===== src/rtl/core/nes_pkg.sv =====
// shared types and constants of the note event to song text core
`timescale 1ns / 1ps
`default_nettype none
package nes_pkg;
	localparam int HELD_ENTRIES_DEF = 64;
	localparam int POSITION_BITS_DEF = 16;
	localparam int FIFO_DEPTH = 2;

	localparam logic [6:0] TEMPO_RESET = 7'd10;
	localparam logic [6:0] TEMPO_MIN = 7'd1;
	localparam logic [6:0] TEMPO_MAX = 7'd64;
	localparam logic [10:0] TICKS_MAX = 11'd1984;
	localparam logic [11:0] CHUNK = 12'd64;
	localparam logic [6:0] NOTE_LO = 7'h23;
	localparam logic [6:0] NOTE_HI = 7'h62;
	localparam logic [6:0] BYTE_BASE = 7'h3E;
	localparam logic [6:0] BYTE_QUOTE = 7'h27;
	localparam logic [6:0] BYTE_FULL = 7'h7E;
	localparam logic [6:0] BYTE_HOLD = 7'h3F;
	localparam logic [6:0] BYTE_CHAN = 7'h28;
	localparam logic [6:0] BYTE_NL = 7'h0A;
	localparam logic [6:0] KEY_OFS = 7'h1C;
	localparam logic [31:0] DUR_MAX = 32'd63;

	localparam logic [2:0] REQ_START = 3'd0;
	localparam logic [2:0] REQ_DELAY = 3'd1;
	localparam logic [2:0] REQ_NOTE_ON = 3'd2;
	localparam logic [2:0] REQ_NOTE_OFF = 3'd3;
	localparam logic [2:0] REQ_FINISH = 3'd4;

	typedef enum logic [2:0] {
		OP_START,
		OP_DELAY,
		OP_NOTE_ON,
		OP_NOTE_OFF,
		OP_FINISH
	} op_t;

	typedef struct packed {
		op_t op;
		logic [3:0] chan;
		logic [6:0] key;
		logic [10:0] ticks;
		logic [6:0] hdr;
	} cmd_t;
endpackage
`default_nettype wire


===== src/rtl/core/note_event_to_song_text_core.sv =====
// top level of the note event to song text core
// an item reaches the back end through the command queue, then one byte is written per cycle
// while the output is not stalled; a note-off scans the held table with a read and a compare
// state per entry and shifts with a read and a write state per entry; a delay writes up to
// 62 bytes, one per cycle unless stalled; results leave through an output register
// asynchronous active-low reset clears all counters; the held table needs no clearing
`timescale 1ns / 1ps
`default_nettype none
module note_event_to_song_text_core #(
	parameter int HELD_ENTRIES = nes_pkg::HELD_ENTRIES_DEF,
	parameter int POSITION_BITS = nes_pkg::POSITION_BITS_DEF
) (
	input wire logic clk,
	input wire logic arst_n,
	input wire logic cfg_valid,
	output logic cfg_ready,
	input wire logic [6:0] cfg_data,
	input wire logic in_valid,
	output logic in_ready,
	input wire logic [2:0] req_type,
	input wire logic [3:0] channel,
	input wire logic [6:0] note,
	input wire logic [10:0] ticks,
	output logic out_valid,
	input wire logic out_ready,
	output logic [POSITION_BITS-1:0] position,
	output logic [6:0] out_byte,
	output logic is_patch,
	output logic last
);
	logic push, full, pop, q_valid;
	nes_pkg::cmd_t push_data, pop_data;

	nes_front u_front (
		.clk(clk), .arst_n(arst_n),
		.cfg_valid(cfg_valid), .cfg_ready(cfg_ready), .cfg_data(cfg_data),
		.in_valid(in_valid), .in_ready(in_ready),
		.req_type(req_type), .channel(channel), .note(note), .ticks(ticks),
		.push(push), .push_data(push_data), .full(full)
	);

	nes_fifo u_fifo (
		.clk(clk), .arst_n(arst_n),
		.push(push), .push_data(push_data), .full(full),
		.pop(pop), .valid(q_valid), .pop_data(pop_data)
	);

	nes_back #(
		.HELD_ENTRIES(HELD_ENTRIES),
		.POSITION_BITS(POSITION_BITS)
	) u_back (
		.clk(clk), .arst_n(arst_n),
		.cmd_valid(q_valid), .cmd(pop_data), .cmd_pop(pop),
		.out_valid(out_valid), .out_ready(out_ready),
		.position(position), .out_byte(out_byte), .is_patch(is_patch), .last(last)
	);
endmodule
`default_nettype wire


===== src/rtl/core/nes_fifo.sv =====
// short command queue between front and back
`timescale 1ns / 1ps
`default_nettype none
module nes_fifo (
	input wire logic clk,
	input wire logic arst_n,
	input wire logic push,
	input wire nes_pkg::cmd_t push_data,
	output logic full,
	input wire logic pop,
	output logic valid,
	output nes_pkg::cmd_t pop_data
);
	localparam int PW = (nes_pkg::FIFO_DEPTH > 1) ? $clog2(nes_pkg::FIFO_DEPTH) : 1;
	localparam int CW = $clog2(nes_pkg::FIFO_DEPTH + 1);

	nes_pkg::cmd_t mem_q [nes_pkg::FIFO_DEPTH];
	logic [PW-1:0] wr_ptr_q, rd_ptr_q;
	logic [CW-1:0] count_q;
	logic do_push, do_pop;

	assign full = (count_q == CW'(nes_pkg::FIFO_DEPTH));
	assign valid = (count_q != '0);
	assign pop_data = mem_q[rd_ptr_q];
	assign do_push = push && !full;
	assign do_pop = pop && valid;

	always_ff @(posedge clk) begin
		if (do_push) begin
			mem_q[wr_ptr_q] <= push_data;
		end
	end

	always_ff @(posedge clk or negedge arst_n) begin
		if (!arst_n) begin
			wr_ptr_q <= '0;
			rd_ptr_q <= '0;
			count_q <= '0;
		end else begin
			if (do_push) begin
				wr_ptr_q <= (wr_ptr_q == PW'(nes_pkg::FIFO_DEPTH - 1)) ? '0 : wr_ptr_q + 1'b1;
			end
			if (do_pop) begin
				rd_ptr_q <= (rd_ptr_q == PW'(nes_pkg::FIFO_DEPTH - 1)) ? '0 : rd_ptr_q + 1'b1;
			end
			count_q <= count_q + CW'(do_push) - CW'(do_pop);
		end
	end
endmodule
`default_nettype wire


===== src/rtl/core/nes_front.sv =====
// front end: tempo register, input classification and queue push
`timescale 1ns / 1ps
`default_nettype none
module nes_front (
	input wire logic clk,
	input wire logic arst_n,
	input wire logic cfg_valid,
	output logic cfg_ready,
	input wire logic [6:0] cfg_data,
	input wire logic in_valid,
	output logic in_ready,
	input wire logic [2:0] req_type,
	input wire logic [3:0] channel,
	input wire logic [6:0] note,
	input wire logic [10:0] ticks,
	output logic push,
	output nes_pkg::cmd_t push_data,
	input wire logic full
);
	logic [6:0] tempo_q;
	logic [6:0] tempo_c;
	logic keep;

	assign cfg_ready = 1'b1;
	assign in_ready = !full;

	always_ff @(posedge clk or negedge arst_n) begin
		if (!arst_n) begin
			tempo_q <= nes_pkg::TEMPO_RESET;
		end else if (cfg_valid) begin
			tempo_q <= cfg_data;
		end
	end

	always_comb begin
		tempo_c = tempo_q;
		if (tempo_q < nes_pkg::TEMPO_MIN) tempo_c = nes_pkg::TEMPO_MIN;
		if (tempo_q > nes_pkg::TEMPO_MAX) tempo_c = nes_pkg::TEMPO_MAX;
		push_data.chan = channel;
		push_data.key = note;
		push_data.ticks = (ticks > nes_pkg::TICKS_MAX) ? nes_pkg::TICKS_MAX : ticks;
		push_data.hdr = 7'(nes_pkg::BYTE_BASE + tempo_c);
		push_data.op = nes_pkg::OP_START;
		keep = 1'b1;
		case (req_type)
			nes_pkg::REQ_START: push_data.op = nes_pkg::OP_START;
			nes_pkg::REQ_DELAY: push_data.op = nes_pkg::OP_DELAY;
			nes_pkg::REQ_NOTE_ON: begin
				push_data.op = nes_pkg::OP_NOTE_ON;
				// notes outside the playable range cause nothing
				keep = (note >= nes_pkg::NOTE_LO) && (note <= nes_pkg::NOTE_HI);
			end
			nes_pkg::REQ_NOTE_OFF: push_data.op = nes_pkg::OP_NOTE_OFF;
			nes_pkg::REQ_FINISH: push_data.op = nes_pkg::OP_FINISH;
			default: keep = 1'b0;
		endcase
	end

	assign push = in_valid && in_ready && keep;
endmodule
`default_nettype wire


===== src/rtl/core/nes_back.sv =====
// back end: song state, held note table and byte writer
`timescale 1ns / 1ps
`default_nettype none
module nes_back #(
	parameter int HELD_ENTRIES = nes_pkg::HELD_ENTRIES_DEF,
	parameter int POSITION_BITS = nes_pkg::POSITION_BITS_DEF
) (
	input wire logic clk,
	input wire logic arst_n,
	input wire logic cmd_valid,
	input wire nes_pkg::cmd_t cmd,
	output logic cmd_pop,
	output logic out_valid,
	input wire logic out_ready,
	output logic [POSITION_BITS-1:0] position,
	output logic [6:0] out_byte,
	output logic is_patch,
	output logic last
);
	localparam int IW = (HELD_ENTRIES > 1) ? $clog2(HELD_ENTRIES) : 1;
	localparam int CW = $clog2(HELD_ENTRIES + 1);
	localparam int EW = 4 + 7 + POSITION_BITS + 32;

	typedef enum logic [3:0] {
		S_IDLE, S_HDR, S_CHUNK_A, S_CHUNK_B, S_FLUSH_A, S_FLUSH_B, S_NL,
		S_NOTE_A, S_NOTE_B, S_NOTE_C, S_RD, S_CMP, S_PATCH, S_SH_RD, S_SH_WR
	} state_t;

	state_t state_q;
	nes_pkg::cmd_t cmd_q;
	logic [CW-1:0] held_count_q, idx_q;
	logic [11:0] pend_q;
	logic [31:0] song_q;
	logic [POSITION_BITS-1:0] wp_q;
	logic [EW-1:0] mem [HELD_ENTRIES];
	logic [EW-1:0] rd_q;

	logic out_free;
	logic emit;
	logic [POSITION_BITS-1:0] e_pos;
	logic [6:0] e_byte;
	logic e_patch, e_last;
	logic rd_en, wr_en;
	logic [CW-1:0] rd_addr, wr_addr;
	logic [EW-1:0] wr_data;
	logic [31:0] diff;
	logic match;
	logic [CW-1:0] idx_nx;

	assign out_free = !out_valid || out_ready;
	assign diff = song_q - rd_q[31:0];
	assign match = (rd_q[EW-1 -: 4] == cmd_q.chan) && (rd_q[EW-5 -: 7] == cmd_q.key);
	assign idx_nx = idx_q + 1'b1;
	assign cmd_pop = (state_q == S_IDLE) && cmd_valid;

	// byte to write in each emitting state
	always_comb begin
		emit = 1'b0;
		e_pos = wp_q;
		e_byte = nes_pkg::BYTE_NL;
		e_patch = 1'b0;
		e_last = 1'b0;
		case (state_q)
			S_HDR: begin
				emit = 1'b1; e_byte = cmd_q.hdr; e_last = 1'b1;
			end
			S_CHUNK_A: begin
				emit = (pend_q > nes_pkg::CHUNK); e_byte = nes_pkg::BYTE_QUOTE;
			end
			S_CHUNK_B: begin
				emit = 1'b1; e_byte = nes_pkg::BYTE_FULL;
				e_last = ((pend_q - nes_pkg::CHUNK) <= nes_pkg::CHUNK);
			end
			S_FLUSH_A: begin
				emit = 1'b1; e_byte = nes_pkg::BYTE_QUOTE;
			end
			S_FLUSH_B: begin
				emit = 1'b1; e_byte = 7'(nes_pkg::BYTE_BASE + pend_q[6:0]);
			end
			S_NL: begin
				emit = 1'b1; e_byte = nes_pkg::BYTE_NL; e_last = 1'b1;
			end
			S_NOTE_A: begin
				emit = 1'b1; e_byte = 7'(nes_pkg::BYTE_CHAN + {3'b000, cmd_q.chan});
			end
			S_NOTE_B: begin
				emit = 1'b1; e_byte = 7'(cmd_q.key + nes_pkg::KEY_OFS);
			end
			S_NOTE_C: begin
				emit = 1'b1; e_byte = nes_pkg::BYTE_HOLD; e_last = 1'b1;
			end
			S_PATCH: begin
				emit = 1'b1;
				e_pos = rd_q[32 +: POSITION_BITS];
				e_byte = (diff > nes_pkg::DUR_MAX) ? nes_pkg::BYTE_FULL
					: 7'(nes_pkg::BYTE_HOLD + {1'b0, diff[5:0]});
				e_patch = 1'b1;
				e_last = 1'b1;
			end
			default: emit = 1'b0;
		endcase
	end

	always_comb begin
		rd_en = (state_q == S_RD) || (state_q == S_SH_RD);
		rd_addr = (state_q == S_SH_RD) ? idx_nx : idx_q;
		wr_en = 1'b0;
		wr_addr = idx_q;
		wr_data = rd_q;
		if (state_q == S_NOTE_C && out_free && held_count_q < CW'(HELD_ENTRIES)) begin
			wr_en = 1'b1;
			wr_addr = held_count_q;
			wr_data = {cmd_q.chan, cmd_q.key, wp_q, song_q};
		end else if (state_q == S_SH_WR) begin
			wr_en = 1'b1;
		end
	end

	always_ff @(posedge clk) begin
		if (wr_en) begin
			mem[wr_addr[IW-1:0]] <= wr_data;
		end
		if (rd_en) begin
			rd_q <= mem[rd_addr[IW-1:0]];
		end
	end

	always_ff @(posedge clk or negedge arst_n) begin
		if (!arst_n) begin
			state_q <= S_IDLE;
			cmd_q <= '0;
			held_count_q <= '0;
			idx_q <= '0;
			pend_q <= '0;
			song_q <= '0;
			wp_q <= '0;
			out_valid <= 1'b0;
			position <= '0;
			out_byte <= '0;
			is_patch <= 1'b0;
			last <= 1'b0;
		end else begin
			if (out_valid && out_ready) out_valid <= 1'b0;
			if (emit && out_free) begin
				out_valid <= 1'b1;
				position <= e_pos;
				out_byte <= e_byte;
				is_patch <= e_patch;
				last <= e_last;
				if (!e_patch) wp_q <= wp_q + 1'b1;
			end
			case (state_q)
				S_IDLE: begin
					if (cmd_valid) begin
						cmd_q <= cmd;
						idx_q <= '0;
						case (cmd.op)
							nes_pkg::OP_START: begin
								held_count_q <= '0;
								pend_q <= '0;
								song_q <= '0;
								wp_q <= '0;
								state_q <= S_HDR;
							end
							nes_pkg::OP_DELAY: begin
								pend_q <= pend_q + {1'b0, cmd.ticks};
								song_q <= song_q + {21'd0, cmd.ticks};
								state_q <= S_CHUNK_A;
							end
							nes_pkg::OP_NOTE_ON:
								state_q <= (pend_q != '0) ? S_FLUSH_A : S_NOTE_A;
							nes_pkg::OP_NOTE_OFF:
								state_q <= (held_count_q != '0) ? S_RD : S_IDLE;
							nes_pkg::OP_FINISH:
								state_q <= (pend_q != '0) ? S_FLUSH_A : S_NL;
							default: state_q <= S_IDLE;
						endcase
					end
				end
				S_HDR: if (out_free) state_q <= S_IDLE;
				S_CHUNK_A: begin
					if (pend_q <= nes_pkg::CHUNK) state_q <= S_IDLE;
					else if (out_free) state_q <= S_CHUNK_B;
				end
				S_CHUNK_B: begin
					if (out_free) begin
						pend_q <= pend_q - nes_pkg::CHUNK;
						state_q <= S_CHUNK_A;
					end
				end
				S_FLUSH_A: if (out_free) state_q <= S_FLUSH_B;
				S_FLUSH_B: begin
					if (out_free) begin
						pend_q <= '0;
						state_q <= (cmd_q.op == nes_pkg::OP_NOTE_ON) ? S_NOTE_A : S_NL;
					end
				end
				S_NL: if (out_free) state_q <= S_IDLE;
				S_NOTE_A: if (out_free) state_q <= S_NOTE_B;
				S_NOTE_B: if (out_free) state_q <= S_NOTE_C;
				S_NOTE_C: begin
					if (out_free) begin
						if (held_count_q < CW'(HELD_ENTRIES)) held_count_q <= held_count_q + 1'b1;
						state_q <= S_IDLE;
					end
				end
				S_RD: state_q <= S_CMP;
				S_CMP: begin
					if (match) state_q <= S_PATCH;
					else begin
						idx_q <= idx_nx;
						state_q <= (idx_nx < held_count_q) ? S_RD : S_IDLE;
					end
				end
				S_PATCH: begin
					if (out_free) begin
						if (idx_nx < held_count_q) state_q <= S_SH_RD;
						else begin
							held_count_q <= held_count_q - 1'b1;
							state_q <= S_IDLE;
						end
					end
				end
				S_SH_RD: state_q <= S_SH_WR;
				S_SH_WR: begin
					// close the gap left by the removed entry
					idx_q <= idx_nx;
					if ((idx_nx + 1'b1) < held_count_q) state_q <= S_SH_RD;
					else begin
						held_count_q <= held_count_q - 1'b1;
						state_q <= S_IDLE;
					end
				end
				default: state_q <= S_IDLE;
			endcase
		end
	end

	a_count_bound: assert property (@(posedge clk) disable iff (!arst_n)
		held_count_q <= CW'(HELD_ENTRIES))
		else $error("held count above table size");
	a_pend_idle: assert property (@(posedge clk) disable iff (!arst_n)
		(state_q == S_IDLE) |-> (pend_q <= nes_pkg::CHUNK))
		else $error("pending delay left above one chunk");
	a_patch_last: assert property (@(posedge clk) disable iff (!arst_n)
		(out_valid && is_patch) |-> last)
		else $error("patch not final write of its item");
	a_wp_search: assert property (@(posedge clk) disable iff (!arst_n)
		(state_q == S_CMP || state_q == S_SH_WR) |=> $stable(wp_q))
		else $error("write position moved during table search");
endmodule
`default_nettype wire

===== config.mk =====
export PLATFORM = sky130hd
export DESIGN_NAME = note_event_to_song_text_core
export DESIGN_NICKNAME = d
export VERILOG_FILES = /design/src/rtl/core/nes_pkg.sv /design/src/rtl/core/note_event_to_song_text_core.sv /design/src/rtl/core/nes_fifo.sv /design/src/rtl/core/nes_front.sv /design/src/rtl/core/nes_back.sv
export SDC_FILE = /design/constraint.sdc
export NUM_CORES = 2
export LEC_CHECK = 0
export BUFFER_PORTS_ARGS = -buffer_cell sky130_fd_sc_hd__clkbuf_2
export CAP_MARGIN = 20
export CORE_MARGIN = 3
export CORE_UTILIZATION = 51
export DETAILED_ROUTE_END_ITERATION = 10
export MAX_ROUTING_LAYER = met4
export PLACE_DENSITY = 0.66
export SYNTH_ARGS = -nofsm -noshare
export SYNTH_HDL_FRONTEND = slang
export SYNTH_HIERARCHICAL = 1
export SYNTH_SLANG_ARGS = --single-unit

===== constraint.sdc =====
create_clock -name clk -period 11 [get_ports clk]
set_input_delay 2.2 -clock clk [delete_from_list [all_inputs] [get_ports clk]]
set_output_delay 2.2 -clock clk [all_outputs]
set_load 0.01 [all_outputs]

==> summary.md <==
| Metric | Value |
|---|---|
| HPWL Detailed | 249,000 um |
| Area fraction of the dominant cell type after synthesis | about three quarters |
| WS Path Type | reg2reg |
| Worst Tran Pin Value | 1.19 ns |
| Routed vias/inst | 6.53 |
| Number of global-route vias before repair | 76.7k |
| CTS tree | built |
| Root buffer cell | clkbuf_16 |
| Die Area | 319,000 um2 |
| DRC violations left | 4 |
| DRT Wirelength | 423,000 um |
| Worst path max stage delay | about 1 ns |
| Critical Path AT | 6.78 ns |
| Worst skew pair latency | roughly 0.95 ns |
| Final Power | 0.0338 W |
| EDFF count, synth | 3,899 |
| Main flop type after synthesis | edfxtp_1 |
| Yosys warnings | 6 |
| Min Tclk post-route | 6.15 ns |
| Critical path's top delay family | buffers and inverters |
| Most numerous cell on the critical path | buf_4 |
| Total GRT Usage | a little over a quarter |
| Via count | 78.2k |
| I/O pin total | between 60 and 70 |
| Clk slew on worst S/H paths | 0.07 ns |
| RD Place Congestion | 0.873 |
| Worst min path class | reg2reg |
| Buf/Inv on CP | 3 |
| RSZ-0062 raised after global routing | no |
| Initial antenna violation count | 26 |
| Top cell type by total area after synthesis | edfxtp_1 |
| Sequential area share after synthesis | 75.8% |
| Net Count, Synth | 7,327 |
| Critical Path Slowest Stage Cell | a311oi_1 |
| Crit-path cells | and2_1 > nand3_2 > xnor2_4 > buf_4 > buf_4 > buf_4 > mux4_2 > nand2_1 > nand3_1 > a311oi_1 > a21oi_1 |
| Fin Setup TNS | 0 ns |
| Synth cell types | 84 |
| Status | finished, violations left |
| Syn avg cell area | between 20 and 25 um2 |
| Post-CTS Resized | 0 |
| Initial DRC count | 11.5k |
| CP Capture Type | register |
| CTS max path bufs | 4 |
| Final hold viol count | 0 |
| CP Launch Type | register |
| Top-count cell post-synth | edfxtp_1 |
| Vert. Die Dim | approximately 560 um |
| Max-Cap Viols | 0 |
| Top post-synthesis cells by count | edfxtp_1 (3,899), mux4_2 (1,214), nand2_1 (384) |
| CTS Sinks | 4,035 |
| CP Max Fanout | 43 |
| Skew final | roughly 0.045 ns |
| Fill count | roughly 22k |
| Number of placement rows | 204 |
| Ys async rst share | 3.37% |
| Layout Nets | between 7k and 8k |
| Pwr per Cell Area | 189 nW/um2 |
| Post-CTS setup repair buffer count | 0 |
| Rel. slew slack | 20.4% |
| IO buf count | 63 |
| R2r worst-path depth | 11 |
| Max VDD drop | 0.135 mV |
| Netlist Area Pre-Place | 159,000 um2 |
| Area grow syn2layout | 12.2% |
| Post-DRT Antenna Nets | 0 |
| Core Area | 310,000 um2 |
| Worst EP required | 11.63 ns |
| TritonCTS Buffers | between 400 and 500 |
| Wire per inst | 35.3 um |
| First-pass GRT wire length | slightly below 600,000 um |
| Drt pass-1 iters | 9 |
| Period utilisation layout | a little under three fifths |
| Max Clock Freq | 163 MHz |
| Synth Instances | 7,201 |
| Die W | 564 um |
| Starting Density | between 50% and 60% |
| Worst path depth | 11 |
| Hold buffer count at CTS | 0 |
| Top post-synthesis cells by area | edfxtp_1 (74%), mux4_2 (17%), dfrtp_1 (2.1%) |
| Post-synthesis register bit count | about 4.0k |
| WHS Path Cells | 2 |
| Setup Viol. Count Final | 0 |
| CTS H-tree lvls | 5 |
| Max-slew violations | 0 |
| Leak | ~58 nW |
| Largest net degree at the start of global routing | 131 |
| Share of layout cells above drive strength 1 | 28.4% |
| Failing checks | DRC |
| GRT Residual Overflow | 0 |
==> where the power goes <==
group	leakage, nW	switching (W)	internal, W	total, W
clock	6.13	0.00573	0.00745	0.0132
sequential	36.8	0.000267	0.0172	0.0174
combinational	14.9	0.00195	0.00118	0.00313
==> path summary, 6_finish.rpt <==
| check | startpoint | end | slack [ns] |
|---|---|---|---|
| setup / recovery | u_back/state_q[3] | u_back/rd_q[48] | 4.85 |
| hold / removal | u_back/position[14] | u_back/position[14] | 0.48 |
| setup reg to reg | u_back/state_q[3] | u_back/rd_q[48] | 4.85 |
| hold reg to reg | u_back/position[14] | u_back/position[14] | 0.48 |
| max in group asynchronous | arst_n | u_fifo/rd_ptr_q | 8.19 |
| min in group asynchronous | arst_n | u_back/song_q[7] | 1.36 |
==> metrics by stage <==
step	worst slack, ns	cell area [um2]	hold slack, ns	utilization [%]	cells
global placement	4.12	166000	0.462	53.5	11200
floorplan	4.29	159000	0.438	-	7201
detailed placement	4.20	166000	0.470	53.5	11200
global route	4.55	178000	0.504	57.6	12000
CTS	4.88	178000	0.483	57.6	12000
finish	4.85	178000	0.481	57.6	12000
==> cell type report <==
class | count | area [um2] | share of cell area, %
inverters | 78 | 293 | 0.164
diodes | 12 | 30.0 | 0.0168
repair buffers | 297 | 2370 | 1.33
well taps | 4120 | 5150 | 2.89
clock buffers | 499 | 10600 | 5.94
flip-flops and latches | 4035 | 120000 | 67.5
clock inverters | 235 | 1990 | 1.12
multi-input cells | 2703 | 37500 | 21.0
==> placed cells by master, fill, tap and decap left out, types with 34 or more instances in the layout <==
cell type and instances:
clkinv_1 99, o21ai_0 107, dfrtp_1 133, clkbuf_16 408
xor2_1 49, nor2_1 108, mux4_2 1214, buf_4 210
xnor2_1 66, clkbuf_2 62, nand3_1 62, inv_1 77
nor2_4 65, a21oi_1 86, nand2_1 384, clkinv_2 67
o21ai_4 34, ha_1 85, edfxtp_1 3899, clkbuf_1 86
==> kinds of logic after synthesis <==
kind of cell,share of synthesized area (%)
muxes,17.7
xor gates and xnor gates,0.677
buffers and inverters,1.25
and+or+nand+nor,2.28
other,0.00236
AOI/OAI and AO/OA,1.60
adders and majority gates,0.719
DFF,75.8
==> worst min-delay path: stages (launching register included) <==
cell     delay [ns]
dfrtp_1        0.34
nand2_1        0.04
o21ai_0        0.06
==> state kept, by name, indices dropped and copies added (netlist names) <==
signal,cells
u_back/position,16
u_back/idx_q,7
u_fifo/wr_ptr_q,1
u_fifo/count_q,2
u_fifo/mem_q,64
u_back/is_patch,1
u_back/rd_q,59
u_back/out_valid,1
u_back/wp_q,16
u_back/held_count_q,7
u_back/mem,3776
u_back/song_q,32
u_fifo/rd_ptr_q,1
u_back/out_byte,7
u_back/cmd_q,21
u_front/tempo_q,7
u_back/pend_q,12
u_back/last,1
u_back/state_q,4
==> routing by layer <==
layer	up-vias	track usage, %	routed length (um)
met5	-	-	0
met4	0	7.65	12900
met3	634	5.05	44400
met2	4391	42.3	205000
met1	42300	38.2	161000
li1	30900	-	-
(Power assumes the default switching activity.)
